`src/rdq_pkg.sv`:
```
// ----------------------------------------------------------------------------
// rdq_pkg
// Shared types, codes and slot arithmetic for the record deque with key search.
// ----------------------------------------------------------------------------
package rdq_pkg;

    localparam int DEPTH  = 16;
    localparam int SLOT_W = (DEPTH > 1) ? $clog2(DEPTH) : 1;
    localparam int CNT_W  = $clog2(DEPTH + 1);
    localparam int SUM_W  = SLOT_W + 1;

    localparam int ID_W   = 32;
    localparam int NAME_W = 64;
    localparam int BAL_W  = 32;
    localparam int OP_W   = 3;
    localparam int ST_W   = 2;

    localparam logic [OP_W-1:0] OP_ADD_FRONT = 3'd0;
    localparam logic [OP_W-1:0] OP_ADD_BACK  = 3'd1;
    localparam logic [OP_W-1:0] OP_REMOVE    = 3'd2;
    localparam logic [OP_W-1:0] OP_WALK_FWD  = 3'd3;
    localparam logic [OP_W-1:0] OP_WALK_BWD  = 3'd4;
    localparam logic [OP_W-1:0] OP_FIND_ID   = 3'd5;
    localparam logic [OP_W-1:0] OP_FIND_NAME = 3'd6;

    localparam logic [ST_W-1:0] ST_OK    = 2'd0;
    localparam logic [ST_W-1:0] ST_EMPTY = 2'd1;
    localparam logic [ST_W-1:0] ST_FULL  = 2'd2;
    localparam logic [ST_W-1:0] ST_MISS  = 2'd3;

    typedef logic [SLOT_W-1:0] slot_t;

    typedef struct packed {
        logic [ID_W-1:0]   id;
        logic [NAME_W-1:0] name;
        logic [BAL_W-1:0]  balance;
    } record_t;

    typedef struct packed {
        logic    en;
        slot_t   addr;
        record_t data;
    } wr_req_t;

    typedef struct packed {
        logic  en;
        slot_t addr;
    } rd_req_t;

    typedef enum logic [1:0] {
        S_IDLE = 2'b01,
        S_SCAN = 2'b10
    } state_t;

    function automatic slot_t slot_inc(input slot_t a);
        slot_t r;
        if (a == SLOT_W'(DEPTH - 1))
            r = '0;
        else
            r = a + SLOT_W'(1);
        return r;
    endfunction

    function automatic slot_t slot_dec(input slot_t a);
        slot_t r;
        if (a == '0)
            r = SLOT_W'(DEPTH - 1);
        else
            r = a - SLOT_W'(1);
        return r;
    endfunction

    // Both operands are below DEPTH, so one conditional subtract wraps the sum.
    function automatic slot_t slot_add(input slot_t a, input slot_t b);
        logic [SUM_W-1:0] sum;
        sum = {1'b0, a} + {1'b0, b};
        if (sum >= SUM_W'(DEPTH))
            sum = sum - SUM_W'(DEPTH);
        return sum[SLOT_W-1:0];
    endfunction

endpackage

```
`src/record_deque_with_key_search_unit.sv`:
```
// ----------------------------------------------------------------------------
// record_deque_with_key_search_unit
// Ring of account records with front/back insert, front removal, walks and
// first-match search by id or name.
// ----------------------------------------------------------------------------
// Usage:
// A command transaction is taken on a rising edge with start high and busy low.
// Every command produces its results on status/out_id/out_name/out_balance/last,
// each valid for exactly one cycle while result_valid is high; the receiver
// cannot stall, so results are never held. last marks the final result of a
// command. Op seven is taken and produces nothing.
// Adds and remove answer in the cycle after the transaction and keep busy low, so
// a new command may follow on the very next cycle.
// Walks and searches on a non-empty store read one record per cycle from the
// record memory; the first result passes the read data register and then the
// result register. A walk returns one result per record and a search stops at
// its first hit; busy falls as the final result appears.
// Reset empties the store at once; record memory content is not cleared and
// only slots that hold a record are ever read.
// ----------------------------------------------------------------------------
module record_deque_with_key_search_unit
    import rdq_pkg::*;
(
    input  logic              clk,
    input  logic              rst_n,
    input  logic              start,
    output logic              busy,
    input  logic [OP_W-1:0]   op,
    input  logic [ID_W-1:0]   in_id,
    input  logic [NAME_W-1:0] in_name,
    input  logic [BAL_W-1:0]  in_balance,
    output logic              result_valid,
    output logic [ST_W-1:0]   status,
    output logic [ID_W-1:0]   out_id,
    output logic [NAME_W-1:0] out_name,
    output logic [BAL_W-1:0]  out_balance,
    output logic              last
);

    state_t            state_reg, state_next;
    slot_t             front_reg, front_next;
    logic [CNT_W-1:0]  count_reg, count_next;
    slot_t             scan_slot_reg, scan_slot_next;
    slot_t             scan_k_reg, scan_k_next;
    logic [OP_W-1:0]   scan_op_reg, scan_op_next;
    logic [ID_W-1:0]   key_id_reg, key_id_next;
    logic [NAME_W-1:0] key_name_reg, key_name_next;

    logic              res_valid_reg, res_valid_next;
    logic [ST_W-1:0]   status_reg, status_next;
    record_t           res_rec_reg, res_rec_next;
    logic              last_reg, last_next;

    wr_req_t           wr;
    rd_req_t           rd;
    record_t           rd_data;
    record_t           in_rec;
    logic              accept;
    logic              full;
    logic              empty;
    logic              scan_end;
    logic              hit;
    slot_t             step_slot;

    rdq_store u_store (
        .clk     (clk),
        .wr      (wr),
        .rd      (rd),
        .rd_data (rd_data)
    );

    assign accept   = start && (state_reg == S_IDLE);
    assign full     = (count_reg == CNT_W'(DEPTH));
    assign empty    = (count_reg == '0);
    assign in_rec   = '{id: in_id, name: in_name, balance: in_balance};
    assign scan_end = ((CNT_W'(scan_k_reg) + CNT_W'(1)) == count_reg);
    assign hit      = (scan_op_reg == OP_FIND_ID) ? (rd_data.id == key_id_reg)
                                                  : (rd_data.name == key_name_reg);
    assign step_slot = (scan_op_reg == OP_WALK_BWD) ? slot_dec(scan_slot_reg)
                                                    : slot_inc(scan_slot_reg);

    always_comb
    begin
        state_next     = state_reg;
        front_next     = front_reg;
        count_next     = count_reg;
        scan_slot_next = scan_slot_reg;
        scan_k_next    = scan_k_reg;
        scan_op_next   = scan_op_reg;
        key_id_next    = key_id_reg;
        key_name_next  = key_name_reg;
        res_valid_next = 1'b0;
        status_next    = status_reg;
        res_rec_next   = res_rec_reg;
        last_next      = last_reg;
        wr             = '0;
        rd             = '0;

        unique case (state_reg)
            S_IDLE:
            begin
                if (accept)
                begin
                    res_rec_next = '0;
                    last_next    = 1'b1;
                    unique case (op) inside
                        OP_ADD_FRONT, OP_ADD_BACK:
                        begin
                            res_valid_next = 1'b1;
                            if (full)
                            begin
                                status_next = ST_FULL;
                            end
                            else
                            begin
                                status_next = ST_OK;
                                wr.en       = 1'b1;
                                wr.data     = in_rec;
                                if (op == OP_ADD_FRONT)
                                begin
                                    wr.addr    = slot_dec(front_reg);
                                    front_next = slot_dec(front_reg);
                                end
                                else
                                begin
                                    wr.addr = slot_add(front_reg, count_reg[SLOT_W-1:0]);
                                end
                                count_next = count_reg + CNT_W'(1);
                            end
                        end
                        OP_REMOVE:
                        begin
                            res_valid_next = 1'b1;
                            if (empty)
                            begin
                                status_next = ST_EMPTY;
                            end
                            else
                            begin
                                status_next = ST_OK;
                                front_next  = slot_inc(front_reg);
                                count_next  = count_reg - CNT_W'(1);
                            end
                        end
                        OP_WALK_FWD, OP_WALK_BWD, OP_FIND_ID, OP_FIND_NAME:
                        begin
                            if (empty)
                            begin
                                res_valid_next = 1'b1;
                                status_next    = ST_EMPTY;
                            end
                            else
                            begin
                                // Issue the first read now; its data arrives in the
                                // first scan cycle.
                                rd.en = 1'b1;
                                if (op == OP_WALK_BWD)
                                    rd.addr = slot_add(front_reg,
                                                       SLOT_W'(count_reg - CNT_W'(1)));
                                else
                                    rd.addr = front_reg;
                                scan_slot_next = rd.addr;
                                scan_k_next    = '0;
                                scan_op_next   = op;
                                key_id_next    = in_id;
                                key_name_next  = in_name;
                                state_next     = S_SCAN;
                            end
                        end
                        default:
                        begin
                            res_rec_next = res_rec_reg;
                            last_next    = last_reg;
                        end
                    endcase
                end
            end
            S_SCAN:
            begin
                if ((scan_op_reg == OP_WALK_FWD) || (scan_op_reg == OP_WALK_BWD))
                begin
                    res_valid_next = 1'b1;
                    status_next    = ST_OK;
                    res_rec_next   = rd_data;
                    last_next      = scan_end;
                end
                else if (hit)
                begin
                    res_valid_next = 1'b1;
                    status_next    = ST_OK;
                    res_rec_next   = rd_data;
                    last_next      = 1'b1;
                end
                else if (scan_end)
                begin
                    res_valid_next = 1'b1;
                    status_next    = ST_MISS;
                    res_rec_next   = '0;
                    last_next      = 1'b1;
                end

                if (scan_end || (res_valid_next && last_next))
                begin
                    state_next = S_IDLE;
                end
                else
                begin
                    rd.en          = 1'b1;
                    rd.addr        = step_slot;
                    scan_slot_next = step_slot;
                    scan_k_next    = scan_k_reg + SLOT_W'(1);
                end
            end
            default:
            begin
                state_next = S_IDLE;
            end
        endcase
    end

    always_ff @(posedge clk or negedge rst_n)
    begin
        if (!rst_n)
        begin
            state_reg     <= S_IDLE;
            front_reg     <= '0;
            count_reg     <= '0;
            res_valid_reg <= 1'b0;
        end
        else
        begin
            state_reg     <= state_next;
            front_reg     <= front_next;
            count_reg     <= count_next;
            res_valid_reg <= res_valid_next;
        end
    end

    always_ff @(posedge clk)
    begin
        scan_slot_reg <= scan_slot_next;
        scan_k_reg    <= scan_k_next;
        scan_op_reg   <= scan_op_next;
        key_id_reg    <= key_id_next;
        key_name_reg  <= key_name_next;
        status_reg    <= status_next;
        res_rec_reg   <= res_rec_next;
        last_reg      <= last_next;
    end

    assign busy         = (state_reg != S_IDLE);
    assign result_valid = res_valid_reg;
    assign status       = status_reg;
    assign out_id       = res_rec_reg.id;
    assign out_name     = res_rec_reg.name;
    assign out_balance  = res_rec_reg.balance;
    assign last         = last_reg;

`ifndef ASSERT_OFF
    // The record count never exceeds the ring size.
    a_count_bound: assert property (@(posedge clk) disable iff (!rst_n)
        count_reg <= CNT_W'(DEPTH))
        else $error("record count exceeds ring size");

    // A walk or search ends only together with its final result.
    a_scan_end_last: assert property (@(posedge clk) disable iff (!rst_n)
        $fell(busy) |-> (result_valid && last))
        else $error("scan ended without a final result");

    // A non-ok status is always a single final result with cleared record fields.
    a_fail_fields: assert property (@(posedge clk) disable iff (!rst_n)
        (result_valid && (status != ST_OK)) |->
            (last && (out_id == '0) && (out_name == '0) && (out_balance == '0)))
        else $error("failure result carries record data");

    // An add into a full store leaves the store untouched.
    a_full_drop: assert property (@(posedge clk) disable iff (!rst_n)
        (accept && ((op == OP_ADD_FRONT) || (op == OP_ADD_BACK)) && full) |=>
            ($stable(count_reg) && $stable(front_reg) && (status == ST_FULL)))
        else $error("add into full store changed state");
`endif

endmodule

```
`src/rdq_store.sv`:
```
// ----------------------------------------------------------------------------
// rdq_store
// Record memory: one write port and one read port, read data registered.
// ----------------------------------------------------------------------------
module rdq_store
    import rdq_pkg::*;
(
    input  logic    clk,
    input  wr_req_t wr,
    input  rd_req_t rd,
    output record_t rd_data
);

    record_t mem [DEPTH];
    record_t rd_data_reg;

    always_ff @(posedge clk)
    begin
        if (wr.en)
        begin
            mem[wr.addr] <= wr.data;
        end
    end

    always_ff @(posedge clk)
    begin
        if (rd.en)
        begin
            rd_data_reg <= mem[rd.addr];
        end
    end

    assign rd_data = rd_data_reg;

endmodule
```
`config.mk`:
```
export PLATFORM = sky130hd
export DESIGN_NAME = record_deque_with_key_search_unit
export DESIGN_NICKNAME = d
export VERILOG_FILES = /design/src/rdq_pkg.sv /design/src/record_deque_with_key_search_unit.sv /design/src/rdq_store.sv
export SDC_FILE = /design/constraint.sdc
export NUM_CORES = 2
export LEC_CHECK = 0
export CORE_ASPECT_RATIO = 1.2
export CORE_MARGIN = 2
export CORE_UTILIZATION = 45
export DETAILED_ROUTE_END_ITERATION = 7
export DONT_BUFFER_PORTS = 1
export HOLD_SLACK_MARGIN = 0.15
export PLACE_DENSITY = 0.71
export SLEW_MARGIN = 15
export SYNTH_ARGS = -nofsm -noshare
export SYNTH_HDL_FRONTEND = slang
export SYNTH_SLANG_ARGS = --single-unit
export TNS_END_PERCENT = 5
```
`constraint.sdc`:
```
create_clock -name clk -period 16.6 [get_ports clk]
set_input_delay 3.32 -clock clk [delete_from_list [all_inputs] [get_ports clk]]
set_output_delay 3.32 -clock clk [all_outputs]
set_load 0.1 [all_outputs]
```
======== Word level (Yosys, flattened, before mapping) ========
Memory sizes are Yosys's and may differ from the RTL's. A register that Yosys moved wholly into a read port is not among the register bits.
Cells that the tools add are included.
cells by class
  order comparisons ....................... 2
  add/subtract/negate cells ............... 12
  reduce and logical (&&, ||, !) cells .... 22
  eq/ne operators ......................... 30
  bitwise logic cells ..................... 1
  mux-type cells .......................... 73
operator list
  cell                                                       number
  2-to-1 mux 128 bit                                         5
  2-to-1 mux 133 bit                                         4
  one-hot mux 128 bit (2 select lines)                       1
  2-to-1 mux 4 bit                                           20
  equality test 64 bit                                       1
  equality test 32 bit                                       1
  2-to-1 mux 5 bit                                           6
  one-hot mux 4 bit (2 select lines)                         3
  2-to-1 mux 2 bit                                           10
  one-hot mux 5 bit (2 select lines)                         2
  2-to-1 mux 1 bit                                           16
  inequality test 2 bit (second input constant)              8
  subtractor 4 x 1 -> 4 bit (second input constant)          4
  equality test 3 bit (second input constant)                5
  AND reduction 5 bit                                        3
  adder 4 x 1 -> 4 bit (second input constant)               3
  AND reduction 4 bit                                        3
  adder 4 x 4 -> 5 bit                                       2
  greater-or-equal comparator 5 bit (second input constant)  2
  equality test 3 x 2 -> 1 bit (second input constant)       3
  equality test 4 bit (second input constant)                2
  logical NOT 4 bit                                          2
  one-hot mux 2 bit (2 select lines)                         2
  OR reduction 7 bit                                         1
  25 further kinds                                           31
storage, ports and cells
  bits of input ports ..................... 134
  flip-flop bits (word level) ............. 250
  RAM bits ................................ 2048
  memories kept ........................... 1
memories
  name         words  bits a word  read ports  clocked after memory_dff  write ports  RTL line         RTL
  u_store.mem  16     128          1           1                         1            rdq_store.sv:14  record_t mem [DEPTH];

======== Logic depth before layout (Yosys ltp) ========
  depth in word-level cells ............... 10
  gate-level depth with buffers ........... 16
  depth with buffers taken out ............ 14

======== Modules after synthesis ========
Synthesis repeated with hierarchy kept, for this count alone.
second synthesis, totals
  cells, all modules ...................... 4281
  area, all modules ....................... 92424.9 um2
modules (own cells, without submodules)
  module                             cells an instance  sequential area each (um2)  area each (um2)  instances
  rdq_store                          3365               65342.7                     80612.3          1
  record_deque_with_key_search_unit  916                7448.4                      11812.6          1

======== Least setup slack after synthesis ========
Ideal clock, no wire load.
  path type ............................... input to register
  start point ............................. input port op[1]
  end point ............................... register status_reg[0], in the netlist status[0] (enable)
  setup time .............................. 0.333 ns
  required time ........................... 16.267 ns
  buffers on the path ..................... 2
  data arrival time ....................... 14.291 ns
  path slack .............................. 1.976 ns
  stages on the path ...................... 6
  cell sequence ........................... clkbuf_1 > clkbuf_1 > nand3_1 > a21oi_1 > a311oi_1 > a21boi_0
on the way
  longest elaborated chain between the ends .. 4
  elaborated cells between the ends (all ways) .. 12
  classes of those cells .................. eq/ne (8); reduce/logical (4)
ends and longest elaborated chain
  what                                                                               RTL line                                  RTL
  from (decl)                                                                        record_deque_with_key_search_unit.sv:28   input logic [OP_W-1:0] op,
  equality test 3 x 2 -> 1 bit (no line), or another cell as far along               n/a
  OR reduction 4 bit or OR reduction 2 bit (tied branches)                           n/a
  inequality test 4 x 1 -> 1 bit (no line) or inequality test 3 bit (tied branches)  n/a
  AND reduction 5 bit (no line) (*)                                                  n/a
  to (signal assigned)                                                               record_deque_with_key_search_unit.sv:246  status_reg <= status_next;
  to (decl)                                                                          record_deque_with_key_search_unit.sv:50   logic [ST_W-1:0] status_reg, status_next;
Every way passes the cells marked *; elsewhere a longest branch is shown, timed or not.
A chain may end at the register's enable or synchronous reset.

======== Worst setup path after layout ========
  start point ............................. input port start
  end point ............................... memory u_store.mem[11][16] in the netlist's numbering (enable)
on the way
  longest elaborated chain between the ends .. 5
ends and longest elaborated chain
  what                                    RTL line                                  RTL
  from (decl)                             record_deque_with_key_search_unit.sv:26   input logic start,
  logical AND 1 bit (*)                   record_deque_with_key_search_unit.sv:72   assign accept = start && (state_reg == S_IDLE);
  2-to-1 mux 133 bit (*)                  record_deque_with_key_search_unit.sv:102  if (accept)
  2-to-1 mux 133 bit (*)                  record_deque_with_key_search_unit.sv:99   unique case (state_reg)
  2-to-1 mux 1 bit                        rdq_store.sv:19                           if (wr.en)
  2-to-1 mux 1 bit (not written as such)  rdq_store.sv:21                           mem[wr.addr] <= wr.data;
  to (decl)                               rdq_store.sv:14
Marks and branches as above.

==> out/qor.yml <==
critical_path:
  path_max_fanout: 67
  timing.critical_path.slowest_stage_cell: "buf_4"
  cp_slowest_stage_delay_ns: 0.96
  start_kind: "input pin"
  critPathKind: "in2reg"
  critPathArrivalTime_ns: 8.62
  crit_family: "buffers and inverters"
  crit_path_frequent_cell: "buf_4"
  crit_chain: "nand2_1 -> nor4_2 -> buf_4 -> buf_4 -> nand3_1 -> nor2_4 -> buf_4 -> buf_4"
  path_buf_inv: 4
  end_kind: "flop"
  crit_required_ns: 17.07
clock_network:
  cts_buffers: 214
  cts.htree.levels: 4
  cts_hold_buf: 0
  cts_tree: "yes"
  clock-root-buffer: "clkbuf_16"
  insertion_delay_ns: 0.86
  clock-sinks: 2426
  clock_path_buffers: 3
  cts.repair.resized: 0
  clk_pin_slew_ns: 0.06
  cts_setup_buffers: 0
logic_synthesis:
  synthTopCellsByArea: "edfxtp_1 (75%), o21ai_0 (2.7%), nand2_1 (2.1%)"
  synthAdderAreaFrac_pct: 0.261
  synth_warnings: 0
  synthArstFlopShare_pct: 0.495
  synth_area_um2: 96900
  syn-num-nets: 6651
  synth_xor_area_share_pct: 1.06
  synth_top_cells_by_count: "edfxtp_1 (2414), nand2_1 (547), o21ai_0 (531)"
  synth_seq_cells: 2426
  synth.most_common_cell: "edfxtp_1"
  synth_top_family_by_area: "simple AND/OR/NAND/NOR gates"
  synth_compound_area_share_pct: 8.28
  ys.flop_type: "edfxtp_1"
  synth_top_area_cell: "edfxtp_1"
  synth_edf_count: 2414
  ys_types: 68
  synth_top_area_share_pct: 74.8
  syn_area_per_cell_um2: 14.9
  synth.area.mux_share_pct: 2.85
  seq_area_frac_synth_pct: 75.1
  yosys.area_share.simple_pct: 10.2
  synth_cells: 6498
sta:
  period_share_pct: 49.1
  rsz0062_at_grt: "false"
  max_freq_mhz: 123
  period_needed_ns: 8.15
  slew_viol_final: 0
  slew_headroom_pct: 18.6
  setup_viol: 0
  fin_tns_setup_ns: 0
  hold_violations: 0
  skew_ns: 0.0298
  tightest_slew_ns: 1.22
run:
  max_cap_violations: 0
pwr:
  intPower_uw: 11000
  p_leak_uw: 0.0341
  combPwrFrac_pct: 20.8
  clkPwrFrac_pct: 27.9
  switchingPower_uw: 6330
  peakVddDrop_v: 0.000205
  power_uw: 17300
  powerDensity_nw_per_um2: 163
  p_sw_share_pct: 36.5
  seq_power_share_pct: 51.2
routing:
  wl_per_cell_um: 28.9
  vias_per_cell: 6.22
  via_count: 58306
  drtIter0Drc: 7875
  firstDrtPassIters: 6
  routed_wl_um: 271000
  postRouteAntennaNets: 0
  remaining_drc_errors: 0
placed_design:
  port_buffers: 0
  gp_congestion: 0.794
  dpl.hpwl_um: 130000
  dp_cells: 8934
die:
  core_um2: 214000
  dieArea_um2: 219000
  initial_core_util_pct: 45.2
  rows: 186
  fp.dieW_um: 428
  io_pins: 267
  die_h_um: 512
global_route:
  overflow: 0
  antenna_found_initial: 64
  grt_pass1_vias: 56488
  grt_usage_pct: 24.2
  grt_pass1_wl_um: 389000
  grt_max_degree: 197
worst_hold_path:
  hold_class: "reg2reg"
cells_and_area:
  largest_reg_flops: 2048
  syn_to_final_growth_pct: 9.79
  fillCellCount: 17449
  drive_above_1_share_pct: 10.6
  final_net_count: 6483
  final_cells: 9377
run_status:
  status: "finished, final reports clean"
-- per-layer routing --
layer  GRT usage (%)  part of all wire, %  wire, um  vias up
met5               0                 0.10       281        -
li1                -                    -         -    24660
met1            31.9                   38    103000    29580
met3            5.44                   10     28000      547
met4            10.2                  3.9     10500       48
met2            38.7                   48    129000     3471
-- cells by family after synthesis --
kind of cell / Yosys count
AO/OA/AOI/OAI: 1223
XOR/XNOR: 117
adder cells (fa/ha/maj): 19
buffers and inverters: 496
flip-flops: 2426
multiplexers: 260
AND/OR/NAND/NOR: 1957
-- layout make-up --
class                           count  area, um^2  area share, %
Multi-Input combinational cell   3576       22200           20.8
Tap cell                         2820        3530           3.32
Timing Repair Buffer               92         928          0.873
Inverter                           20        85.1         0.0800
Sequential cell                  2426       72800           68.4
Clock inverter                    130        1050          0.989
Antenna cell                       55         138          0.129
Clock buffer                      258        5670           5.33
-- power groups by stage --
stage	Sequential, uW	Combinational (uW)	Clock, uW
detailed placement	9000	3570	0
CTS	8880	3590	4880
global placement	9000	3500	0
finish	8880	3610	4840
global route	8920	3850	5100
floorplan	8990	2310	0
-- metrics by stage --
stage | util [%] | worst slack (ns) | area [um^2] | hold WS [ns]
floorplan | - | 1.98 | 96900 | 0.474
global placement | 46.5 | 7.65 | 99500 | 0.506
detailed placement | 46.5 | 7.61 | 99500 | 0.507
CTS | 49.6 | 8.51 | 106000 | 0.522
global route | 49.7 | 8.40 | 106000 | 0.552
finish | 49.7 | 8.45 | 106000 | 0.521
-- cells in the final DEF (no fill, tap or decap), types with 58 or more instances in the layout --
cell type / Yosys / layout
edfxtp_1: 2414 / 2414
nand2_1: 547 / 547
o21ai_0: 531 / 531
nand3_1: 393 / 393
a21oi_1: 274 / 274
and2_1: 260 / 260
clkbuf_16: 0 / 221
nor2_1: 175 / 155
nor3_1: 139 / 137
and3_1: 132 / 132
or3_1: 133 / 132
mux2i_1: 131 / 131
mux2_2: 129 / 129
o2111ai_1: 128 / 128
a221o_1: 127 / 127
or2_2: 128 / 127
a311o_1: 127 / 127
buf_4: 21 / 73
clkinv_1: 0 / 60
xor2_1: 59 / 59
xnor2_1: 58 / 58
-- path summary, 6_finish.rpt --
kind,from,endpoint,slack [ns],cells after the start
worst max-delay path,start,u_store.mem[11][16]$_DFFE_PP_,8.45,8
worst min-delay path,u_store.rd_data[6]$_DFFE_PP_,out_balance[6]$_SDFFCE_PN0P_,0.52,1
worst max register to register,u_store.rd_data[95]$_DFFE_PP_,u_store.rd_data[35]$_DFFE_PP_,9.42,12
worst min register to register,u_store.rd_data[6]$_DFFE_PP_,out_balance[6]$_SDFFCE_PN0P_,0.52,1
max in group asynchronous,rst_n,state_reg[0]$_DFFE_PN1P_,14.27,0
min in group asynchronous,rst_n,count_reg[2]$_DFFE_PN0P_,2.15,0
Note: power is estimated with default switching activity, not from simulation.
